## config.mk

```make
export PLATFORM = sky130hd
export DESIGN_NAME = imu_complementary_filter
export DESIGN_NICKNAME = d
export VERILOG_FILES = /design/src/rtl/icf_pkg.sv /design/src/rtl/icf_fifo.sv /design/src/rtl/icf_front.sv /design/src/rtl/icf_cordic.sv /design/src/rtl/icf_back.sv /design/src/rtl/imu_complementary_filter.sv
export SDC_FILE = /design/constraint.sdc
export NUM_CORES = 2
export LEC_CHECK = 0
export BUFFER_PORTS_ARGS = -buffer_cell sky130_fd_sc_hd__buf_2
export CAP_MARGIN = 5
export CORE_ASPECT_RATIO = 0.8
export CORE_MARGIN = 5
export CORE_UTILIZATION = 55
export DETAILED_ROUTE_END_ITERATION = 8
export PLACE_DENSITY_LB_ADDON = 0.1
export SYNTH_ARGS = -nofsm -noshare
export SYNTH_HDL_FRONTEND = slang
export SYNTH_SLANG_ARGS = --single-unit
```

## constraint.sdc

```tcl
create_clock -name clk -period 13.6 [get_ports clk]
set_input_delay 2.72 -clock clk [delete_from_list [all_inputs] [get_ports clk]]
set_output_delay 2.72 -clock clk [all_outputs]
set_load 0.01 [all_outputs]
```

## src/rtl/icf_pkg.sv

```systemverilog
`timescale 1ns / 1ps
// ----------------------------------------------------------------------------
// icf_pkg
// Shared types, constants and helpers for the complementary angle filter.
// ----------------------------------------------------------------------------
package icf_pkg;

  localparam int CORDIC_STEPS_DEF    = 16;
  localparam int ANGLE_FRAC_BITS_DEF = 16;

  localparam int TAB_FRAC   = 24;
  localparam int TAB_IDX_W  = 5;
  localparam int PRE_SHIFT  = 14;
  localparam int CZ_W       = 34;
  localparam int CFG_IDX_W  = 2;
  localparam int CFG_DATA_W = 17;
  localparam int PROD_W     = 50;
  localparam int QUEUE_DEPTH = 2;
  localparam int QPTR_W      = $clog2(QUEUE_DEPTH);

  localparam logic [CFG_IDX_W-1:0] REG_GYRO_GAIN      = 2'd0;
  localparam logic [CFG_IDX_W-1:0] REG_BLEND_WEIGHT   = 2'd1;
  localparam logic [CFG_IDX_W-1:0] REG_MAGNITUDE_LOW  = 2'd2;
  localparam logic [CFG_IDX_W-1:0] REG_MAGNITUDE_HIGH = 2'd3;

  localparam logic [15:0] GYRO_GAIN_RST      = 16'd639;
  localparam logic [16:0] BLEND_WEIGHT_RST   = 17'd64225;
  localparam logic [16:0] MAGNITUDE_LOW_RST  = 17'd8192;
  localparam logic [16:0] MAGNITUDE_HIGH_RST = 17'd32768;

  localparam logic [16:0]              WEIGHT_ONE = 17'd65536;
  localparam logic signed [PROD_W-1:0] BLEND_RND  = 50'sd32768;
  localparam logic signed [CZ_W-1:0]   Z_QUARTER  = 34'sd1509949440;

  typedef struct packed {
    logic signed [15:0] rate_x;
    logic signed [15:0] rate_y;
    logic signed [15:0] rate_z;
    logic signed [15:0] accel_x;
    logic signed [15:0] accel_y;
    logic signed [15:0] accel_z;
    logic               used;
  } icf_item_t;

  // arctangent of 2^-i in 2^-24 degree
  function automatic logic [29:0] icf_atan(input logic [TAB_IDX_W-1:0] idx);
    logic [29:0] v;
    unique case (idx)
      5'd0:    v = 30'd754974720;
      5'd1:    v = 30'd445687602;
      5'd2:    v = 30'd235489088;
      5'd3:    v = 30'd119537938;
      5'd4:    v = 30'd60000934;
      5'd5:    v = 30'd30029717;
      5'd6:    v = 30'd15018523;
      5'd7:    v = 30'd7509720;
      5'd8:    v = 30'd3754917;
      5'd9:    v = 30'd1877466;
      5'd10:   v = 30'd938734;
      5'd11:   v = 30'd469367;
      5'd12:   v = 30'd234684;
      5'd13:   v = 30'd117342;
      5'd14:   v = 30'd58671;
      5'd15:   v = 30'd29335;
      5'd16:   v = 30'd14668;
      5'd17:   v = 30'd7334;
      5'd18:   v = 30'd3667;
      5'd19:   v = 30'd1833;
      5'd20:   v = 30'd917;
      5'd21:   v = 30'd458;
      5'd22:   v = 30'd229;
      5'd23:   v = 30'd115;
      default: v = 30'd0;
    endcase
    return v;
  endfunction

  function automatic logic signed [31:0] icf_sat32(input logic signed [33:0] v);
    logic signed [31:0] r;
    if ((v[33:31] == 3'b000) || (v[33:31] == 3'b111)) begin
      r = v[31:0];
    end else if (v[33]) begin
      r = 32'sh8000_0000;
    end else begin
      r = 32'sh7fff_ffff;
    end
    return r;
  endfunction

  function automatic logic [16:0] icf_abs16(input logic signed [15:0] a);
    logic signed [16:0] e;
    logic [16:0]        r;
    e = 17'(a);
    r = e[16] ? 17'(-e) : 17'(e);
    return r;
  endfunction

endpackage

```

## src/rtl/icf_fifo.sv

```systemverilog
`timescale 1ns / 1ps
// ----------------------------------------------------------------------------
// icf_fifo
// Short sample queue between the classify front and the compute back.
// ----------------------------------------------------------------------------
module icf_fifo (
  input  logic              clk,
  input  logic              rst_n,
  input  logic              push,
  input  icf_pkg::icf_item_t wr_data,
  output logic              full,
  input  logic              pop,
  output icf_pkg::icf_item_t rd_data,
  output logic              empty
);
  import icf_pkg::*;

  icf_item_t            mem_r [QUEUE_DEPTH];
  logic [QPTR_W-1:0]    wr_ptr_r, wr_ptr_nxt;
  logic [QPTR_W-1:0]    rd_ptr_r, rd_ptr_nxt;
  logic [QPTR_W:0]      count_r, count_nxt;
  logic                 do_push, do_pop;

  assign full    = (count_r == (QPTR_W+1)'(QUEUE_DEPTH));
  assign empty   = (count_r == '0);
  assign do_push = push && !full;
  assign do_pop  = pop && !empty;
  assign rd_data = mem_r[rd_ptr_r];

  always_comb begin
    wr_ptr_nxt = do_push ? wr_ptr_r + 1'b1 : wr_ptr_r;
    rd_ptr_nxt = do_pop ? rd_ptr_r + 1'b1 : rd_ptr_r;
    count_nxt  = count_r;
    if (do_push && !do_pop) begin
      count_nxt = count_r + 1'b1;
    end else if (do_pop && !do_push) begin
      count_nxt = count_r - 1'b1;
    end
  end

  always_ff @(posedge clk) begin
    if (!rst_n) begin
      wr_ptr_r <= '0;
      rd_ptr_r <= '0;
      count_r  <= '0;
    end else begin
      wr_ptr_r <= wr_ptr_nxt;
      rd_ptr_r <= rd_ptr_nxt;
      count_r  <= count_nxt;
    end
  end

  always_ff @(posedge clk) begin
    if (do_push) begin
      mem_r[wr_ptr_r] <= wr_data;
    end
  end

endmodule

```

## src/rtl/icf_front.sv

```systemverilog
`timescale 1ns / 1ps
// ----------------------------------------------------------------------------
// icf_front
// Input stage: takes a sample, sums absolute accelerations and flags blend.
// ----------------------------------------------------------------------------
module icf_front (
  input  logic               clk,
  input  logic               rst_n,
  input  logic               in_valid,
  output logic               in_stall,
  input  logic signed [15:0] in_rate_x,
  input  logic signed [15:0] in_rate_y,
  input  logic signed [15:0] in_rate_z,
  input  logic signed [15:0] in_accel_x,
  input  logic signed [15:0] in_accel_y,
  input  logic signed [15:0] in_accel_z,
  input  logic [16:0]        mag_low,
  input  logic [16:0]        mag_high,
  output logic               push,
  output icf_pkg::icf_item_t item,
  input  logic               q_full
);
  import icf_pkg::*;

  logic       hold_valid_r, hold_valid_nxt;
  icf_item_t  hold_r, hold_nxt;
  logic       accept;
  logic [16:0] mag;

  assign in_stall = hold_valid_r && q_full;
  assign accept   = in_valid && !in_stall;
  assign push     = hold_valid_r && !q_full;
  assign item     = hold_r;

  always_comb begin
    mag = 17'(icf_abs16(in_accel_x) + icf_abs16(in_accel_y) + icf_abs16(in_accel_z));
    hold_nxt         = hold_r;
    hold_valid_nxt   = hold_valid_r;
    if (accept) begin
      hold_nxt.rate_x  = in_rate_x;
      hold_nxt.rate_y  = in_rate_y;
      hold_nxt.rate_z  = in_rate_z;
      hold_nxt.accel_x = in_accel_x;
      hold_nxt.accel_y = in_accel_y;
      hold_nxt.accel_z = in_accel_z;
      hold_nxt.used    = (mag > mag_low) && (mag < mag_high);
      hold_valid_nxt   = 1'b1;
    end else if (push) begin
      hold_valid_nxt = 1'b0;
    end
  end

  always_ff @(posedge clk) begin
    if (!rst_n) begin
      hold_valid_r <= 1'b0;
    end else begin
      hold_valid_r <= hold_valid_nxt;
    end
  end

  always_ff @(posedge clk) begin
    hold_r <= hold_nxt;
  end

endmodule

```

## src/rtl/icf_cordic.sv

```systemverilog
`timescale 1ns / 1ps
// ----------------------------------------------------------------------------
// icf_cordic
// Iterative vectoring CORDIC, atan2(y, x) in degrees, one step per cycle.
// ----------------------------------------------------------------------------
module icf_cordic #(
  parameter int CORDIC_STEPS    = icf_pkg::CORDIC_STEPS_DEF,
  parameter int ANGLE_FRAC_BITS = icf_pkg::ANGLE_FRAC_BITS_DEF
) (
  input  logic                                  clk,
  input  logic                                  rst_n,
  input  logic                                  start,
  input  logic signed [15:0]                    y_in,
  input  logic signed [15:0]                    x_in,
  output logic                                  done,
  output logic signed [ANGLE_FRAC_BITS+8:0]     result
);
  import icf_pkg::*;

  localparam int ACC_W = ANGLE_FRAC_BITS + 9;
  localparam int CNT_W = $clog2(CORDIC_STEPS + 1);
  localparam int ZSH   = TAB_FRAC - ANGLE_FRAC_BITS;
  localparam logic signed [CZ_W-1:0] ZRND = CZ_W'(1) <<< (ZSH - 1);

  logic                    run_r, run_nxt;
  logic                    done_r, done_nxt;
  logic [CNT_W-1:0]        cnt_r, cnt_nxt;
  logic signed [CZ_W-1:0]  x_r, x_nxt, y_r, y_nxt, z_r, z_nxt;
  logic signed [ACC_W-1:0] res_r, res_nxt;
  logic signed [CZ_W-1:0]  xs, ys, dx, dy, tab, zr;

  assign done   = done_r;
  assign result = res_r;

  always_comb begin
    xs  = CZ_W'(x_in) <<< PRE_SHIFT;
    ys  = CZ_W'(y_in) <<< PRE_SHIFT;
    dx  = y_r >>> cnt_r;
    dy  = x_r >>> cnt_r;
    tab = $signed({{(CZ_W-30){1'b0}}, icf_atan(TAB_IDX_W'(cnt_r))});
    zr  = (z_r + ZRND) >>> ZSH;
    run_nxt  = run_r;
    done_nxt = done_r;
    cnt_nxt  = cnt_r;
    x_nxt    = x_r;
    y_nxt    = y_r;
    z_nxt    = z_r;
    res_nxt  = res_r;
    if (start) begin
      done_nxt = 1'b0;
      cnt_nxt  = '0;
      if ((x_in == '0) && (y_in == '0)) begin
        res_nxt  = '0;
        done_nxt = 1'b1;
        run_nxt  = 1'b0;
      end else begin
        run_nxt = 1'b1;
        if (!x_in[15]) begin
          x_nxt = xs;
          y_nxt = ys;
          z_nxt = '0;
        end else if (!y_in[15]) begin
          x_nxt = ys;
          y_nxt = -xs;
          z_nxt = Z_QUARTER;
        end else begin
          x_nxt = -ys;
          y_nxt = xs;
          z_nxt = -Z_QUARTER;
        end
      end
    end else if (run_r) begin
      if (cnt_r == CNT_W'(CORDIC_STEPS)) begin
        res_nxt  = ACC_W'(zr);
        run_nxt  = 1'b0;
        done_nxt = 1'b1;
      end else begin
        cnt_nxt = cnt_r + 1'b1;
        if (!y_r[CZ_W-1]) begin
          x_nxt = x_r + dx;
          y_nxt = y_r - dy;
          z_nxt = z_r + tab;
        end else begin
          x_nxt = x_r - dx;
          y_nxt = y_r + dy;
          z_nxt = z_r - tab;
        end
      end
    end
  end

  always_ff @(posedge clk) begin
    if (!rst_n) begin
      run_r  <= 1'b0;
      done_r <= 1'b0;
      cnt_r  <= '0;
    end else begin
      run_r  <= run_nxt;
      done_r <= done_nxt;
      cnt_r  <= cnt_nxt;
    end
  end

  always_ff @(posedge clk) begin
    x_r   <= x_nxt;
    y_r   <= y_nxt;
    z_r   <= z_nxt;
    res_r <= res_nxt;
  end

endmodule

```

## src/rtl/icf_back.sv

```systemverilog
`timescale 1ns / 1ps
// ----------------------------------------------------------------------------
// icf_back
// Compute sequencer: gyro integration, accel blend and result register.
// ----------------------------------------------------------------------------
module icf_back #(
  parameter int CORDIC_STEPS    = icf_pkg::CORDIC_STEPS_DEF,
  parameter int ANGLE_FRAC_BITS = icf_pkg::ANGLE_FRAC_BITS_DEF
) (
  input  logic               clk,
  input  logic               rst_n,
  input  logic [15:0]        gyro_gain,
  input  logic [16:0]        blend_weight,
  input  logic               q_empty,
  input  icf_pkg::icf_item_t q_data,
  output logic               q_pop,
  output logic               out_valid,
  input  logic               out_stall,
  output logic signed [31:0] out_roll_angle,
  output logic signed [31:0] out_pitch_angle,
  output logic signed [31:0] out_yaw_angle,
  output logic               out_accel_used
);
  import icf_pkg::*;

  localparam int ACC_W = ANGLE_FRAC_BITS + 9;

  typedef enum logic [3:0] {
    S_IDLE, S_GX, S_GY, S_GZ, S_GW, S_WAIT,
    S_B1, S_B2, S_B3, S_B4, S_B5, S_OUT
  } state_t;

  state_t                    state_r, state_nxt;
  icf_item_t                 item_r, item_nxt;
  logic signed [PROD_W-1:0]  prod_r, prod_nxt, sum_r, sum_nxt;
  logic signed [31:0]        pitch_r, pitch_nxt, roll_r, roll_nxt, yaw_r, yaw_nxt;
  logic                      ov_r, ov_nxt;
  logic signed [31:0]        o_roll_r, o_roll_nxt, o_pitch_r, o_pitch_nxt;
  logic signed [31:0]        o_yaw_r, o_yaw_nxt;
  logic                      o_used_r, o_used_nxt;

  logic signed [31:0]        mul_a;
  logic signed [17:0]        mul_b, gain_s, w_s, wc_s;
  logic [16:0]               w;
  logic signed [24:0]        inc;
  logic signed [PROD_W-1:0]  bsum;
  logic signed [31:0]        bres;
  logic                      cstart, p_done, r_done;
  logic signed [ACC_W-1:0]   p_acc, r_acc;

  assign q_pop           = (state_r == S_IDLE) && !q_empty;
  assign cstart          = q_pop && q_data.used;
  assign out_valid       = ov_r;
  assign out_roll_angle  = o_roll_r;
  assign out_pitch_angle = o_pitch_r;
  assign out_yaw_angle   = o_yaw_r;
  assign out_accel_used  = o_used_r;

  icf_cordic #(
    .CORDIC_STEPS    (CORDIC_STEPS),
    .ANGLE_FRAC_BITS (ANGLE_FRAC_BITS)
  ) u_cordic_pitch (
    .clk    (clk),
    .rst_n  (rst_n),
    .start  (cstart),
    .y_in   (q_data.accel_y),
    .x_in   (q_data.accel_z),
    .done   (p_done),
    .result (p_acc)
  );

  icf_cordic #(
    .CORDIC_STEPS    (CORDIC_STEPS),
    .ANGLE_FRAC_BITS (ANGLE_FRAC_BITS)
  ) u_cordic_roll (
    .clk    (clk),
    .rst_n  (rst_n),
    .start  (cstart),
    .y_in   (q_data.accel_x),
    .x_in   (q_data.accel_z),
    .done   (r_done),
    .result (r_acc)
  );

  always_comb begin
    w      = (blend_weight > WEIGHT_ONE) ? WEIGHT_ONE : blend_weight;
    gain_s = $signed({2'b00, gyro_gain});
    w_s    = $signed({1'b0, w});
    wc_s   = $signed({1'b0, 17'(WEIGHT_ONE - w)});
    inc    = $signed(prod_r[32:8]);
    bsum   = sum_r + prod_r + BLEND_RND;
    bres   = icf_sat32($signed(bsum[PROD_W-1:16]));

    mul_a = 32'(item_r.rate_x);
    mul_b = gain_s;
    unique case (state_r)
      S_GY:    mul_a = 32'(item_r.rate_y);
      S_GZ:    mul_a = 32'(item_r.rate_z);
      S_B1: begin
        mul_a = pitch_r;
        mul_b = w_s;
      end
      S_B2: begin
        mul_a = 32'(p_acc);
        mul_b = wc_s;
      end
      S_B3: begin
        mul_a = roll_r;
        mul_b = w_s;
      end
      S_B4: begin
        mul_a = 32'(r_acc);
        mul_b = wc_s;
      end
      default: begin
        mul_a = 32'(item_r.rate_x);
        mul_b = gain_s;
      end
    endcase
    prod_nxt = mul_a * mul_b;

    state_nxt   = state_r;
    item_nxt    = item_r;
    sum_nxt     = sum_r;
    pitch_nxt   = pitch_r;
    roll_nxt    = roll_r;
    yaw_nxt     = yaw_r;
    ov_nxt      = ov_r && out_stall;
    o_roll_nxt  = o_roll_r;
    o_pitch_nxt = o_pitch_r;
    o_yaw_nxt   = o_yaw_r;
    o_used_nxt  = o_used_r;

    unique case (state_r)
      S_IDLE: begin
        if (!q_empty) begin
          item_nxt  = q_data;
          state_nxt = S_GX;
        end
      end
      S_GX: state_nxt = S_GY;
      S_GY: begin
        pitch_nxt = icf_sat32(34'(pitch_r) + 34'(inc));
        state_nxt = S_GZ;
      end
      S_GZ: begin
        roll_nxt  = icf_sat32(34'(roll_r) - 34'(inc));
        state_nxt = S_GW;
      end
      S_GW: begin
        yaw_nxt   = icf_sat32(34'(yaw_r) - 34'(inc));
        state_nxt = item_r.used ? S_WAIT : S_OUT;
      end
      S_WAIT: begin
        if (p_done && r_done) begin
          state_nxt = S_B1;
        end
      end
      S_B1: state_nxt = S_B2;
      S_B2: begin
        sum_nxt   = prod_r;
        state_nxt = S_B3;
      end
      S_B3: begin
        pitch_nxt = bres;
        state_nxt = S_B4;
      end
      S_B4: begin
        sum_nxt   = prod_r;
        state_nxt = S_B5;
      end
      S_B5: begin
        roll_nxt  = bres;
        state_nxt = S_OUT;
      end
      S_OUT: begin
        if (!ov_r || !out_stall) begin
          ov_nxt      = 1'b1;
          o_roll_nxt  = roll_r;
          o_pitch_nxt = pitch_r;
          o_yaw_nxt   = yaw_r;
          o_used_nxt  = item_r.used;
          state_nxt   = S_IDLE;
        end
      end
      default: state_nxt = S_IDLE;
    endcase
  end

  always_ff @(posedge clk) begin
    if (!rst_n) begin
      state_r <= S_IDLE;
      pitch_r <= '0;
      roll_r  <= '0;
      yaw_r   <= '0;
      ov_r    <= 1'b0;
    end else begin
      state_r <= state_nxt;
      pitch_r <= pitch_nxt;
      roll_r  <= roll_nxt;
      yaw_r   <= yaw_nxt;
      ov_r    <= ov_nxt;
    end
    item_r    <= item_nxt;
    prod_r    <= prod_nxt;
    sum_r     <= sum_nxt;
    o_roll_r  <= o_roll_nxt;
    o_pitch_r <= o_pitch_nxt;
    o_yaw_r   <= o_yaw_nxt;
    o_used_r  <= o_used_nxt;
  end

endmodule

```

## src/rtl/imu_complementary_filter.sv

```systemverilog
`timescale 1ns / 1ps
// Processing: the back end handles one sample at a time; a sample with accel
//   blend also waits for the iterative CORDIC, and the shared multiplier in
//   the back end serves gyro integration and blend in turn. The front end and
//   the queue take new samples while the back end is busy, until the queue
//   fills.
// Reset: synchronous; angles clear to zero, registers load their defaults.
// ----------------------------------------------------------------------------
// imu_complementary_filter
// Gyro integration with accelerometer tilt correction for roll/pitch/yaw.
// ----------------------------------------------------------------------------
module imu_complementary_filter #(
  parameter int CORDIC_STEPS    = icf_pkg::CORDIC_STEPS_DEF,
  parameter int ANGLE_FRAC_BITS = icf_pkg::ANGLE_FRAC_BITS_DEF
) (
  input  logic                             clk,
  input  logic                             rst_n,
  input  logic                             cfg_we,
  input  logic [icf_pkg::CFG_IDX_W-1:0]    cfg_index,
  input  logic [icf_pkg::CFG_DATA_W-1:0]   cfg_data,
  input  logic                             in_valid,
  output logic                             in_stall,
  input  logic signed [15:0]               in_rate_x,
  input  logic signed [15:0]               in_rate_y,
  input  logic signed [15:0]               in_rate_z,
  input  logic signed [15:0]               in_accel_x,
  input  logic signed [15:0]               in_accel_y,
  input  logic signed [15:0]               in_accel_z,
  output logic                             out_valid,
  input  logic                             out_stall,
  output logic signed [31:0]               out_roll_angle,
  output logic signed [31:0]               out_pitch_angle,
  output logic signed [31:0]               out_yaw_angle,
  output logic                             out_accel_used
);
  import icf_pkg::*;

  logic [15:0] gain_r, gain_nxt;
  logic [16:0] weight_r, weight_nxt;
  logic [16:0] mlow_r, mlow_nxt;
  logic [16:0] mhigh_r, mhigh_nxt;

  logic      push, q_full, q_empty, q_pop;
  icf_item_t f_item, q_item;

  always_comb begin
    gain_nxt   = gain_r;
    weight_nxt = weight_r;
    mlow_nxt   = mlow_r;
    mhigh_nxt  = mhigh_r;
    if (cfg_we) begin
      unique case (cfg_index)
        REG_GYRO_GAIN:      gain_nxt   = cfg_data[15:0];
        REG_BLEND_WEIGHT:   weight_nxt = cfg_data;
        REG_MAGNITUDE_LOW:  mlow_nxt   = cfg_data;
        REG_MAGNITUDE_HIGH: mhigh_nxt  = cfg_data;
        default:            gain_nxt   = gain_r;
      endcase
    end
  end

  always_ff @(posedge clk) begin
    if (!rst_n) begin
      gain_r   <= GYRO_GAIN_RST;
      weight_r <= BLEND_WEIGHT_RST;
      mlow_r   <= MAGNITUDE_LOW_RST;
      mhigh_r  <= MAGNITUDE_HIGH_RST;
    end else begin
      gain_r   <= gain_nxt;
      weight_r <= weight_nxt;
      mlow_r   <= mlow_nxt;
      mhigh_r  <= mhigh_nxt;
    end
  end

  icf_front u_front (
    .clk        (clk),
    .rst_n      (rst_n),
    .in_valid   (in_valid),
    .in_stall   (in_stall),
    .in_rate_x  (in_rate_x),
    .in_rate_y  (in_rate_y),
    .in_rate_z  (in_rate_z),
    .in_accel_x (in_accel_x),
    .in_accel_y (in_accel_y),
    .in_accel_z (in_accel_z),
    .mag_low    (mlow_r),
    .mag_high   (mhigh_r),
    .push       (push),
    .item       (f_item),
    .q_full     (q_full)
  );

  icf_fifo u_fifo (
    .clk     (clk),
    .rst_n   (rst_n),
    .push    (push),
    .wr_data (f_item),
    .full    (q_full),
    .pop     (q_pop),
    .rd_data (q_item),
    .empty   (q_empty)
  );

  icf_back #(
    .CORDIC_STEPS    (CORDIC_STEPS),
    .ANGLE_FRAC_BITS (ANGLE_FRAC_BITS)
  ) u_back (
    .clk             (clk),
    .rst_n           (rst_n),
    .gyro_gain       (gain_r),
    .blend_weight    (weight_r),
    .q_empty         (q_empty),
    .q_data          (q_item),
    .q_pop           (q_pop),
    .out_valid       (out_valid),
    .out_stall       (out_stall),
    .out_roll_angle  (out_roll_angle),
    .out_pitch_angle (out_pitch_angle),
    .out_yaw_angle   (out_yaw_angle),
    .out_accel_used  (out_accel_used)
  );

endmodule

```

==> summary by stage <==
Global routing
The met1 global-route usage is 49.1%. The number of antenna violations at the first check in global routing is 3. The global routing's busiest layer is met2. The met2 global-route usage is 49.2%. Entering global routing, the biggest net connects 76 pins. The via count of the first global-routing pass is 73399. For this run, global-route usage on met3 was measured as 6.88%. The total overflow left after global routing is 0. The total global-route track usage is 33.5%. The wire length of the first global-routing pass is 456 mm.

Floorplan
The number of cell rows is 134. The floorplan step defined a core boundary enclosing 0.167 mm2. The die covers 0.177 mm2. The horizontal die dimension is 469 um. The floorplan step set the die height to 377 um. The initial cell density of the core is 55.4%. The number of top-level design ports is 219.

Timing
The clock arrives with 76.0 ps of skew. The tightest slew margin relative to the limit is 4.67%. In the finished design, the share of the clock period the worst path needs comes to 78.3%. Setup repair after global routing left no endpoint under its margin. For this run, the top clock speed supported by timing is 93.9 MHz.

The final max-slew violation count was 0. After routing, the total negative slack on setup checks comes to 0 ps. The setup-violating endpoint count in the final report is 0. At the pin with the least slew margin, the transition time is 1430 ps. The routed design could run at a clock period as short as 10650 ps. The final-report hold violation count was 0.

Clock network
In this run the clock root is driven by a sky130_fd_sc_hd__clkbuf_16. The number of gates resized after CTS was 0. After clock tree synthesis, the clock-pin slew on the worst setup and hold paths is 60 ps.

The clock latency at the later pin of the worst-skew pair is 800 ps. The number of buffers inserted during clock tree synthesis is 111. The number of buffers on the longest clock path is 3. After clock tree synthesis, the flow added hold-fix buffers numbering 0. The clock net in this run drives a total of 1037 sinks. The H-tree depth is 3.

In this run the post-CTS setup repair buffer count came out at 0. The CTS tree is yes.

Finish
The final layout net count is 11067. In the final layout, flip-flops and latches occupy 0.0282 mm2. Once layout is done, the placed cells without fillers occupy 0.0996 mm2. The post-synthesis to final-layout area growth is 7.65%. In the final layout, the multi-input gates occupy 0.0595 mm2. Of the cells placed in the final design, the portion with a size suffix greater than 1 is 9.68%. The fill cell total of the finished layout is 14524.

Synth
The most used flip-flop cell after synthesis is sky130_fd_sc_hd__edfxtp_1. The synthesized area per cell is 9.43 um2. The number of nets in the synthesized netlist is 11067. By area the synthesized netlist is led by sky130_fd_sc_hd__edfxtp_1, sky130_fd_sc_hd__fa_1, sky130_fd_sc_hd__ha_1. The synthesized design contains 739 enable-type register cells. Counting flops and latches in the post-synthesis netlist gives 1037. The async set-reset flop share out of synthesis is 0%. Yosys printed 0 warnings. Summing the sequential cell areas from Yosys gives 30.4% of the chip area. Summed over its instances, the top area cell type makes up 24.0% of the synthesized netlist area. Synthesis instantiated 111 different standard cells from the library. In the synthesized netlist, the number of instances is 9809. The post-synthesis instance area is 0.0925 mm2. The synthesized design spends more area on one cell type than any other, namely sky130_fd_sc_hd__edfxtp_1.

Setup path
The worst setup path is captured at a flop. The arrival time of the worst setup path is 11330 ps. The library cell contributing the largest single delay on the critical path is sky130_fd_sc_hd__and3_1. The number of buffers and inverters on the critical path is 8. Among the stages of the critical path, the cell type that occurs most often is sky130_fd_sc_hd__fa_1. The worst setup path is of the flop to flop kind.

STA classifies the critical path startpoint as a flop. STA puts the critical path data required time at 14280 ps. In this design, the largest share of critical-path delay is due to adder cells. Of all nets on the critical path, the largest fanout is 65. For this run, the slowest stage of the critical path takes 980 ps.

Detailed routing
Once detail routing completed, the nets flagged for antenna violations numbered 0. The wire length reported by the detailed router is 303 mm. The first-iteration detailed-routing DRC count is 8920. The number of design rule violations left after detail routing is 0. The pre-antenna-repair detailed-routing pass consisted of 9 iterations.

The final routed wire length divided by cell count is 24.9 um. The routed layout has 77351 vias. After detailed routing, the number of vias per cell comes to 6.36.

Placed design
Summed over all nets, the half-perimeter wirelength after detailed placement is 234 mm. The congestion estimate from routability-driven global placement came to 0.988. Input and output buffers added on the ports amount to 218. In this run the cell area measured after placement is 0.0957 mm2.

Run status
The flow ran to the end, and the final reports show no timing, DRC or antenna violations.

Min path
The worst hold path class is flop to flop.

Job
The number of max-cap violations is 0.
placed cells by master, fill, tap and decap left out, drive strengths merged, types with 56 or more instances in the layout:
cell type | Yosys | final
a211oi | 106 | 106
a21o | 201 | 201
a21oi | 677 | 677
a22oi | 114 | 114
a31oi | 157 | 157
and2 | 65 | 65
and3 | 91 | 91
buf | 118 | 341
clkbuf | 336 | 141
dfxtp | 298 | 298
edfxtp | 739 | 739
fa | 547 | 547
ha | 591 | 591
inv | 862 | 879
mux2 | 96 | 96
mux2i | 166 | 166
mux4 | 167 | 167
nand2 | 941 | 941
nand2b | 116 | 116
nand3 | 161 | 161
nand4 | 79 | 79
nor2 | 931 | 931
nor2b | 68 | 68
nor3 | 157 | 157
o211ai | 72 | 72
o21a | 98 | 98
o21ai | 439 | 439
or3 | 56 | 56
xnor2 | 387 | 387
xor2 | 241 | 241
area by class of cell:
type	instances	share of cell area (%)
timing repair buffer	341	2.02
multi-input combinational	7453	59.7
sequential	1037	28.3
tap	2244	2.82
antenna	1	0.00251
clock buffer	141	3.08
inverter	865	3.26
clock inverter	71	0.848
Yosys cell counts (all sizes together) (96+ instances only):
master / count
mux4: 167
nand2b: 116
edfxtp: 739
a22oi: 114
nand3: 161
nand2: 941
inv: 862
xor2: 241
nor2: 931
o21a: 98
mux2: 96
xnor2: 387
nor3: 157
a211oi: 106
mux2i: 166
o21ai: 439
a21oi: 677
dfxtp: 298
fa: 547
buf: 118
clkbuf: 336
ha: 591
a21o: 201
a31oi: 157
metal layers:
layer / part of all wire, % / vias to the layer above
met2: 42 / 3888
li1: - / 35107
met3: 10 / 540
met1: 43 / 37816
met5: 0 / -
met4: 4.3 / 0
stage by stage:
stage	utilization, %	cells	hold slack, ps	worst slack, ps
5_1_grt	59.7	12152	411	2350
6_report	59.7	12153	388	2950
4_1_cts	59.7	12152	379	3080
2_1_floorplan	-	9809	408	3680
3_5_place_dp	57.3	11940	422	3060
3_3_place_gp	57.3	11940	422	3240
path summary, 6_finish.rpt:
kind	to	cells past startpoint	slack, ps	from
max	u_back.prod_r[47]	29	2950	u_back.state_r[3]
min	u_fifo.mem_r[0][41]	0	390	u_front.item[41]
max reg2reg	u_back.prod_r[47]	29	2950	u_back.state_r[3]
min reg2reg	u_fifo.mem_r[0][41]	0	390	u_front.item[41]
sequential cells by signal, indices dropped and copies added, names as in the netlist, 30 cells and up, named ones only:
register,count
u_back.yaw_r,32
u_back.u_cordic_roll.z_r,33
u_back.out_pitch_angle,32
u_back.u_cordic_pitch.y_r,34
u_back.u_cordic_roll.x_r,34
u_back.sum_r,50
u_fifo.mem_r,194
u_back.out_roll_angle,32
u_front.item,97
u_back.prod_r,50
u_back.item_r,49
u_back.pitch_r,32
u_back.u_cordic_pitch.z_r,33
u_back.out_yaw_angle,32
u_back.u_cordic_pitch.tab,30
u_back.roll_r,32
u_back.u_cordic_roll.y_r,34
u_back.u_cordic_roll.tab,30
u_back.u_cordic_pitch.x_r,34
cells by family after synthesis:
logic type | share of synthesized area, %
adder cells (fa/ha/maj) | 20.1
AND/OR/NAND/NOR | 14.1
AO/OA/AOI/OAI | 16.7
XOR/XNOR | 5.97
multiplexers | 7.07
buffers and inverters | 5.63
flip-flops | 30.4
Power is not shown: default switching activity piles up to over one toggle a cycle in this logic, so the estimate is an artifact.
